File: config.mk
export PLATFORM = sky130hd
export DESIGN_NAME = ycbcr411_group_to_rgb
export DESIGN_NICKNAME = d
export VERILOG_FILES = /design/src/rtl/ycc_pkg.sv /design/src/rtl/ycc_cdiv.sv /design/src/rtl/ycc_lane.sv /design/src/rtl/ycbcr411_group_to_rgb.sv
export SDC_FILE = /design/constraint.sdc
export NUM_CORES = 2
export LEC_CHECK = 0
export BUFFER_PORTS_ARGS = -buffer_cell sky130_fd_sc_hd__clkbuf_2
export CAP_MARGIN = 10
export CORE_ASPECT_RATIO = 2
export CORE_MARGIN = 1.5
export CORE_UTILIZATION = 60
export CTS_CLUSTER_DIAMETER = 80
export CTS_CLUSTER_SIZE = 30
export DETAILED_ROUTE_END_ITERATION = 10
export PLACE_DENSITY_LB_ADDON = 0.12
export SYNTH_ARGS = -nofsm -noshare
export SYNTH_HDL_FRONTEND = slang
export SYNTH_SLANG_ARGS = --single-unit
export TNS_END_PERCENT = 10
File: constraint.sdc
create_clock -name clk -period 8.95 [get_ports clk]
set_input_delay 0.895 -clock clk [delete_from_list [all_inputs] [get_ports clk]]
set_output_delay 0.895 -clock clk [all_outputs]
set_load 0.01 [all_outputs]
File: src/rtl/ycc_pkg.sv
// Shared constants and types for the YCbCr 4:1:1 group to RGB converter.
`default_nettype none

package ycc_pkg;

	localparam int LUMA_W   = 8;
	localparam int CHROMA_W = 8;
	localparam int LANES    = 4;
	localparam int OFF_W    = 9;

	localparam int RB_NUM_W  = 19;
	localparam int RED_COEF  = 1402;
	localparam int BLUE_COEF = 1772;
	localparam int RB_HALF   = 500;
	localparam int RB_DIV    = 1000;
	localparam int RB_SHIFT  = 24;
	localparam int RB_RECIP  = (1 << RB_SHIFT) / RB_DIV;

	localparam int G_NUM_W     = 25;
	localparam int G_CB_COEF   = 34414;
	localparam int G_CR_COEF   = 71414;
	localparam int G_HALF      = 50000;
	localparam int G_DIV       = 100000;
	localparam int G_SHIFT     = 30;
	localparam int G_RECIP     = (1 << G_SHIFT) / G_DIV;

	typedef struct packed {
		logic s2;
		logic s3;
	} ycc_adv_t;

	typedef struct packed {
		logic [LUMA_W-1:0] red;
		logic [LUMA_W-1:0] green;
		logic [LUMA_W-1:0] blue;
	} ycc_pixel_t;

endpackage

`default_nettype wire

File: src/rtl/ycc_cdiv.sv
// Two-stage signed division by a constant, truncating toward zero.
`default_nettype none

module ycc_cdiv
	import ycc_pkg::*;
#(
	parameter int NUM_W   = RB_NUM_W,
	parameter int QUO_W   = OFF_W,
	parameter int DIVISOR = RB_DIV,
	parameter int SHIFT   = RB_SHIFT,
	parameter int RECIP   = RB_RECIP
) (
	input  wire logic                    clk,
	input  wire ycc_adv_t                adv,
	input  wire logic signed [NUM_W-1:0] num,
	output logic signed [QUO_W-1:0]      quo
);

	localparam int RCP_W  = $clog2(RECIP + 1);
	localparam int PROD_W = NUM_W + RCP_W;
	localparam int QM_W   = QUO_W - 1;

	logic              neg;
	logic [NUM_W-1:0]  mag;
	logic [PROD_W-1:0] prod;
	logic [QM_W-1:0]   q0;

	logic              neg_s2;
	logic [NUM_W-1:0]  mag_s2;
	logic [QM_W-1:0]   q0_s2;

	logic [NUM_W-1:0]        back;
	logic [NUM_W-1:0]        rem;
	logic [QM_W-1:0]         qmag;
	logic signed [QUO_W-1:0] qpos;
	logic signed [QUO_W-1:0] quo_s3;

	always_comb begin
		neg  = num[NUM_W-1];
		mag  = neg ? NUM_W'(-num) : NUM_W'(num);
		prod = PROD_W'(mag) * PROD_W'(RECIP);
		q0   = QM_W'(prod >> SHIFT);
	end

	always_ff @(posedge clk) begin
		if (adv.s2) begin
			neg_s2 <= neg;
			mag_s2 <= mag;
			q0_s2  <= q0;
		end
	end

	// estimate is low by at most one: correct with a single compare
	always_comb begin
		back = NUM_W'(NUM_W'(q0_s2) * NUM_W'(DIVISOR));
		rem  = mag_s2 - back;
		qmag = q0_s2 + QM_W'(rem >= NUM_W'(DIVISOR));
		qpos = signed'({1'b0, qmag});
	end

	always_ff @(posedge clk) begin
		if (adv.s3) begin
			quo_s3 <= neg_s2 ? -qpos : qpos;
		end
	end

	assign quo = quo_s3;

endmodule

`default_nettype wire

File: src/rtl/ycc_lane.sv
// One pixel lane: add the shared chroma offsets to a luma value and clamp.
`default_nettype none

module ycc_lane
	import ycc_pkg::*;
(
	input  wire logic [LUMA_W-1:0]       luma,
	input  wire logic signed [OFF_W-1:0] red_off,
	input  wire logic signed [OFF_W-1:0] green_off,
	input  wire logic signed [OFF_W-1:0] blue_off,
	output ycc_pixel_t                   pix
);

	localparam int SUM_W = OFF_W + 1;

	function automatic logic [LUMA_W-1:0] sat(input logic [LUMA_W-1:0] y,
		input logic signed [OFF_W-1:0] off);
		logic signed [SUM_W-1:0] s;
		s = signed'({2'b00, y}) + SUM_W'(off);
		if (s[SUM_W-1])
			return '0;
		else if (s[SUM_W-2])
			return '1;
		else
			return s[LUMA_W-1:0];
	endfunction

	always_comb begin
		pix.red   = sat(luma, red_off);
		pix.green = sat(luma, green_off);
		pix.blue  = sat(luma, blue_off);
	end

endmodule

`default_nettype wire

File: src/rtl/ycbcr411_group_to_rgb.sv
// Top level: YCbCr 4:1:1 group to four RGB pixels, four pixel lanes.
//
// Input channel "group": luma0..luma3, blue_chroma and red_chroma, qualified
// by group_valid; the block holds group_stall high while it cannot take one.
// Output channel "pixel": red/green/blue for pixels 0..3, qualified by
// pixel_valid; the receiver holds pixel_stall high to refuse a transfer.
// Pipeline: a group taken at one clock edge passes through four registers to
// the outputs, the first loaded at the accepting edge (chroma numerators,
// reciprocal multiply, remainder correction, lane add and clamp into the
// output register).
// Throughput: one group per cycle while pixel_stall is low; the chroma
// offsets are computed once and shared by the four pixel lanes.
// A stalled result stays in the output register with its payload frozen.
// Each stage loads while it is empty or its content moves on, so bubbles
// fill up during a stall; group_stall rises once all four stages are full.
// Reset clears all valid flags: the pipeline comes up empty, pixel_valid is
// low and the block takes a group in the first cycle after reset.
`default_nettype none

module ycbcr411_group_to_rgb
	import ycc_pkg::*;
(
	input  wire logic                clk,
	input  wire logic                arst_n,
	input  wire logic                group_valid,
	output logic                     group_stall,
	input  wire logic [LUMA_W-1:0]   luma0,
	input  wire logic [LUMA_W-1:0]   luma1,
	input  wire logic [CHROMA_W-1:0] blue_chroma,
	input  wire logic [LUMA_W-1:0]   luma2,
	input  wire logic [LUMA_W-1:0]   luma3,
	input  wire logic [CHROMA_W-1:0] red_chroma,
	output logic                     pixel_valid,
	input  wire logic                pixel_stall,
	output logic [LUMA_W-1:0]        red0,
	output logic [LUMA_W-1:0]        green0,
	output logic [LUMA_W-1:0]        blue0,
	output logic [LUMA_W-1:0]        red1,
	output logic [LUMA_W-1:0]        green1,
	output logic [LUMA_W-1:0]        blue1,
	output logic [LUMA_W-1:0]        red2,
	output logic [LUMA_W-1:0]        green2,
	output logic [LUMA_W-1:0]        blue2,
	output logic [LUMA_W-1:0]        red3,
	output logic [LUMA_W-1:0]        green3,
	output logic [LUMA_W-1:0]        blue3
);

	logic v1_q, v2_q, v3_q, vo_q;
	logic rdy1, rdy2, rdy3, rdy_o;
	ycc_adv_t adv;

	logic signed [CHROMA_W-1:0] cb;
	logic signed [CHROMA_W-1:0] cr;
	logic signed [RB_NUM_W-1:0] cb_rb;
	logic signed [RB_NUM_W-1:0] cr_rb;
	logic signed [G_NUM_W-1:0]  cb_g;
	logic signed [G_NUM_W-1:0]  cr_g;

	logic signed [RB_NUM_W-1:0] rnum_s1;
	logic signed [RB_NUM_W-1:0] bnum_s1;
	logic signed [G_NUM_W-1:0]  gnum_s1;

	logic [LANES-1:0][LUMA_W-1:0] luma_s1;
	logic [LANES-1:0][LUMA_W-1:0] luma_s2;
	logic [LANES-1:0][LUMA_W-1:0] luma_s3;

	logic signed [OFF_W-1:0] red_off;
	logic signed [OFF_W-1:0] green_off;
	logic signed [OFF_W-1:0] blue_off;

	ycc_pixel_t pix [LANES];
	ycc_pixel_t pix_q [LANES];

	always_comb begin
		rdy_o       = !vo_q || !pixel_stall;
		rdy3        = !v3_q || rdy_o;
		rdy2        = !v2_q || rdy3;
		rdy1        = !v1_q || rdy2;
		group_stall = !rdy1;
		adv.s2      = rdy2;
		adv.s3      = rdy3;
	end

	always_ff @(posedge clk or negedge arst_n) begin
		if (!arst_n) begin
			v1_q <= 1'b0;
			v2_q <= 1'b0;
			v3_q <= 1'b0;
			vo_q <= 1'b0;
		end else begin
			if (rdy1)
				v1_q <= group_valid;
			if (rdy2)
				v2_q <= v1_q;
			if (rdy3)
				v3_q <= v2_q;
			if (rdy_o)
				vo_q <= v3_q;
		end
	end

	// center chroma: flip the top bit to remove the bias of 128
	always_comb begin
		cb    = signed'({~blue_chroma[CHROMA_W-1], blue_chroma[CHROMA_W-2:0]});
		cr    = signed'({~red_chroma[CHROMA_W-1], red_chroma[CHROMA_W-2:0]});
		cb_rb = RB_NUM_W'(cb);
		cr_rb = RB_NUM_W'(cr);
		cb_g  = G_NUM_W'(cb);
		cr_g  = G_NUM_W'(cr);
	end

	always_ff @(posedge clk) begin
		if (rdy1) begin
			rnum_s1 <= cr_rb * RB_NUM_W'(RED_COEF) + RB_NUM_W'(RB_HALF);
			bnum_s1 <= cb_rb * RB_NUM_W'(BLUE_COEF) + RB_NUM_W'(RB_HALF);
			gnum_s1 <= G_NUM_W'(G_HALF) - cb_g * G_NUM_W'(G_CB_COEF)
				- cr_g * G_NUM_W'(G_CR_COEF);
			luma_s1 <= {luma3, luma2, luma1, luma0};
		end
		if (rdy2)
			luma_s2 <= luma_s1;
		if (rdy3)
			luma_s3 <= luma_s2;
	end

	ycc_cdiv #(
		.NUM_W  (RB_NUM_W),
		.QUO_W  (OFF_W),
		.DIVISOR(RB_DIV),
		.SHIFT  (RB_SHIFT),
		.RECIP  (RB_RECIP)
	) u_red_div (
		.clk(clk),
		.adv(adv),
		.num(rnum_s1),
		.quo(red_off)
	);

	ycc_cdiv #(
		.NUM_W  (G_NUM_W),
		.QUO_W  (OFF_W),
		.DIVISOR(G_DIV),
		.SHIFT  (G_SHIFT),
		.RECIP  (G_RECIP)
	) u_green_div (
		.clk(clk),
		.adv(adv),
		.num(gnum_s1),
		.quo(green_off)
	);

	ycc_cdiv #(
		.NUM_W  (RB_NUM_W),
		.QUO_W  (OFF_W),
		.DIVISOR(RB_DIV),
		.SHIFT  (RB_SHIFT),
		.RECIP  (RB_RECIP)
	) u_blue_div (
		.clk(clk),
		.adv(adv),
		.num(bnum_s1),
		.quo(blue_off)
	);

	for (genvar k = 0; k < LANES; k++) begin : g_lane
		ycc_lane u_lane (
			.luma     (luma_s3[k]),
			.red_off  (red_off),
			.green_off(green_off),
			.blue_off (blue_off),
			.pix      (pix[k])
		);

		always_ff @(posedge clk) begin
			if (rdy_o)
				pix_q[k] <= pix[k];
		end
	end

	always_comb begin
		pixel_valid = vo_q;
		red0   = pix_q[0].red;
		green0 = pix_q[0].green;
		blue0  = pix_q[0].blue;
		red1   = pix_q[1].red;
		green1 = pix_q[1].green;
		blue1  = pix_q[1].blue;
		red2   = pix_q[2].red;
		green2 = pix_q[2].green;
		blue2  = pix_q[2].blue;
		red3   = pix_q[3].red;
		green3 = pix_q[3].green;
		blue3  = pix_q[3].blue;
	end

	a_accept_enters: assert property (@(posedge clk) disable iff (!arst_n)
		group_valid && !group_stall |=> v1_q)
		else $error("accepted group did not enter the first stage");

	a_full_blocks: assert property (@(posedge clk) disable iff (!arst_n)
		v1_q && v2_q && v3_q && pixel_valid && pixel_stall |-> group_stall)
		else $error("group taken while every stage is full and stalled");

	a_drain: assert property (@(posedge clk) disable iff (!arst_n)
		pixel_valid && !pixel_stall && !v3_q |=> !pixel_valid)
		else $error("result repeated after transfer");

	a_no_loss: assert property (@(posedge clk) disable iff (!arst_n)
		v3_q && !rdy_o |=> v3_q)
		else $error("result dropped in front of stalled output");

endmodule

`default_nettype wire

==> results.py <==
metrics = {
    "status": {
        "status": "completed",
    },
    "route": {
        "drt-wirelength-per-cell_um": 19.2,
        "drc": 0,
        "dr.pass1.iters": 5,
        "wl_met3_um": 3120,
        "via_per_inst": 5.69,
        "drtIter0Drc": 1007,
        "ant_nets": 0,
        "vias": 29516,
        "wirelength_um": 99400,
        "top_layer": "met5",
        "met2_length_um": 56800,
        "routedLengthMet1_um": 31800,
    },
    "yosys": {
        "synth_top_area_cell": "ha_1",
        "synth_ff_type": "edfxtp_1",
        "synth.net_count": 5399,
        "synth_cells": 4078,
        "synth_area_sq_mm": 0.0431,
        "ys_top_cells_by_area": "ha_1 27%, edfxtp_1 25%, fa_1 16%, inv_1 6.7%, xnor2_1 4.6%",
        "synthMostInstantiatedCell": "ha_1",
        "synth.distinct_cells": 67,
        "syn_avg_cell_area_sq_um": 10.6,
        "synthArstFlopShare_pct": 1.11,
        "synth_top_area_share_pct": 26.6,
        "synth_seq_cells": 361,
        "yosysWarningCount": 0,
        "synth_edf_count": 357,
        "synth_commonest_cells": "918 x ha_1, 769 x inv_1, 357 x edfxtp_1",
        "synth.yosys.seq_area_share_pct": 25.1,
    },
    "floorplan": {
        "die_height_um": 382,
        "start_util_pct": 60.8,
        "row_count": 138,
        "dieArea_sq_mm": 0.0736,
        "dieWidth_um": 193,
        "top_level_ports": 150,
        "design.core.area_sq_mm": 0.0710,
    },
    "final_layout": {
        "areaGrowthSynthToFinish_pct": 6.31,
        "fin_cells": 5188,
        "post-route-util_pct": 64.6,
        "layout.nets": 5588,
        "nFillCells": 5775,
        "drive_gt1_share_pct": 5.52,
        "n_antenna_cell": 0,
    },
    "clocking": {
        "numCtsBuffers": 18,
        "htreeDepth": 1,
        "post-cts-setup-buffers": 0,
        "cts.sinks": 361,
        "clk_pin_slew_ps": 120,
        "cts_tree": "yes",
        "clock-root-buffer": "clkbuf_16",
        "holdBufCountCts": 0,
        "cts_resized": 0,
        "cts_buffer_depth": 3,
        "clk_latency_ps": 570,
    },
    "critical_path": {
        "start_kind": "register",
        "critPathRequiredTime_ps": 9300,
        "crit_fanout": 9,
        "crit_type": "register to register",
        "startpoint": "gnum_s1[5]",
        "path_buf_inv": 5,
        "endpoint_kind": "register",
        "crit_path_max_incr_delay_ps": 600,
        "crit_family": "adder cells",
        "r2r_start": "gnum_s1[5]",
        "worstPathArrival_ps": 8460,
        "worst_path_max_delay_cell": "or4_4",
    },
    "hold_path": {
        "hold_class": "primary input to asynchronous set/reset pin",
    },
    "timing": {
        "finalMaxSlewViolations": 0,
        "rsz0062_at_grt": "no",
        "min_period_ps": 8120,
        "finalHoldViolations": 0,
        "fmax_mhz": 123,
        "tns_ps": 0,
        "fin_crit_sh_pct": 90.7,
        "tightest_slew_ps": 1020,
        "setup_slack_ps": 831,
        "max_slew_margin_pct": 31.6,
        "fin_skew_ps": 36.3,
        "setup_viol": 0,
    },
    "global_route": {
        "grt_pass1_vias": 31892,
        "antenna_found_initial": 6,
        "grt-ovfl-total": 0,
        "grt_usage_pct": 28.0,
        "grt_max_degree": 74,
        "grt_pass1_wl_um": 158000,
    },
    "flow_run": {
        "max_cap_viol_count": 0,
    },
    "placed_design": {
        "gp_congestion": 1.04,
        "placed_cells": 5157,
        "portBuffers": 149,
        "pre_cts_ws_ps": 779,
        "dp_hpwl_um": 84900,
    },
}
cell usage in the layout, fill, tap and decap left out, types with 118 or more instances in the layout:
cell type,count
nor2_1,125
xnor2_1,225
a21oi_1,199
o21ai_0,118
edfxtp_1,357
fa_1,351
nand2_1,141
xor2_1,128
o21a_1,128
ha_1,918
inv_1,768
clkbuf_2,149
cell families after synthesis:
family / after synthesis / synth area share (%)
fa+ha+maj: 1269 / 42.9
buf+inv: 785 / 6.84
compound gates: 728 / 11.0
simple gates: 577 / 6.79
flops: 361 / 25.1
xor+xnor: 354 / 7.22
mux: 4 / 0.0929
path summary, 6_finish.rpt:
check	endpoint	cells after the start	slack (ps)
worst min register to register	luma_s3[2]	0	420
max in group asynchronous	v3_q	1	8720
worst min-delay path	v1_q	1	100
min in group clk	luma_s3[2]	0	420
worst max-delay path	u_green_div.q0_s2[7]	28	830
worst max register to register	u_green_div.q0_s2[7]	28	830
through the flow:
stage	area [sq um]	hold WS [ps]
2_1_floorplan	43100	400
3_3_place_gp	45200	401
3_5_place_dp	45200	405
4_1_cts	45800	81.8
5_1_grt	45800	82.6
6_report	45800	104
registers in the layout, indices dropped and copies added (netlist names), 17 cells and up:
name                flops
bnum_s1                17
gnum_s1                24
luma_s1                32
luma_s2                32
luma_s3                32
pix_q                  96
rnum_s1                18
u_green_div.mag_s2     20
area by class of cell:
| cell class | instances | area [sq um] | share of cell area, % |
|---|---|---|---|
| Tap cell | 910 | 1140 | 2.48 |
| Inverter | 769 | 2890 | 6.30 |
| Timing Repair Buffer | 185 | 1020 | 2.22 |
| Sequential cell | 361 | 10800 | 23.6 |
| Clock inverter | 7 | 104 | 0.227 |
| Multi-Input combinational cell | 2932 | 29400 | 64.1 |
| Clock buffer | 24 | 494 | 1.08 |
layer usage:
layer / vias up / GRT usage [%]
li1: 14358 / -
met1: 14265 / 24.7
met2: 598 / 57.0
met3: 285 / 3.07
met4: 10 / 18.3
met5: - / 0
Power is left out: the tool's default activity adds up to more than one toggle a clock period on the data nets, which glitch-free logic cannot reach.
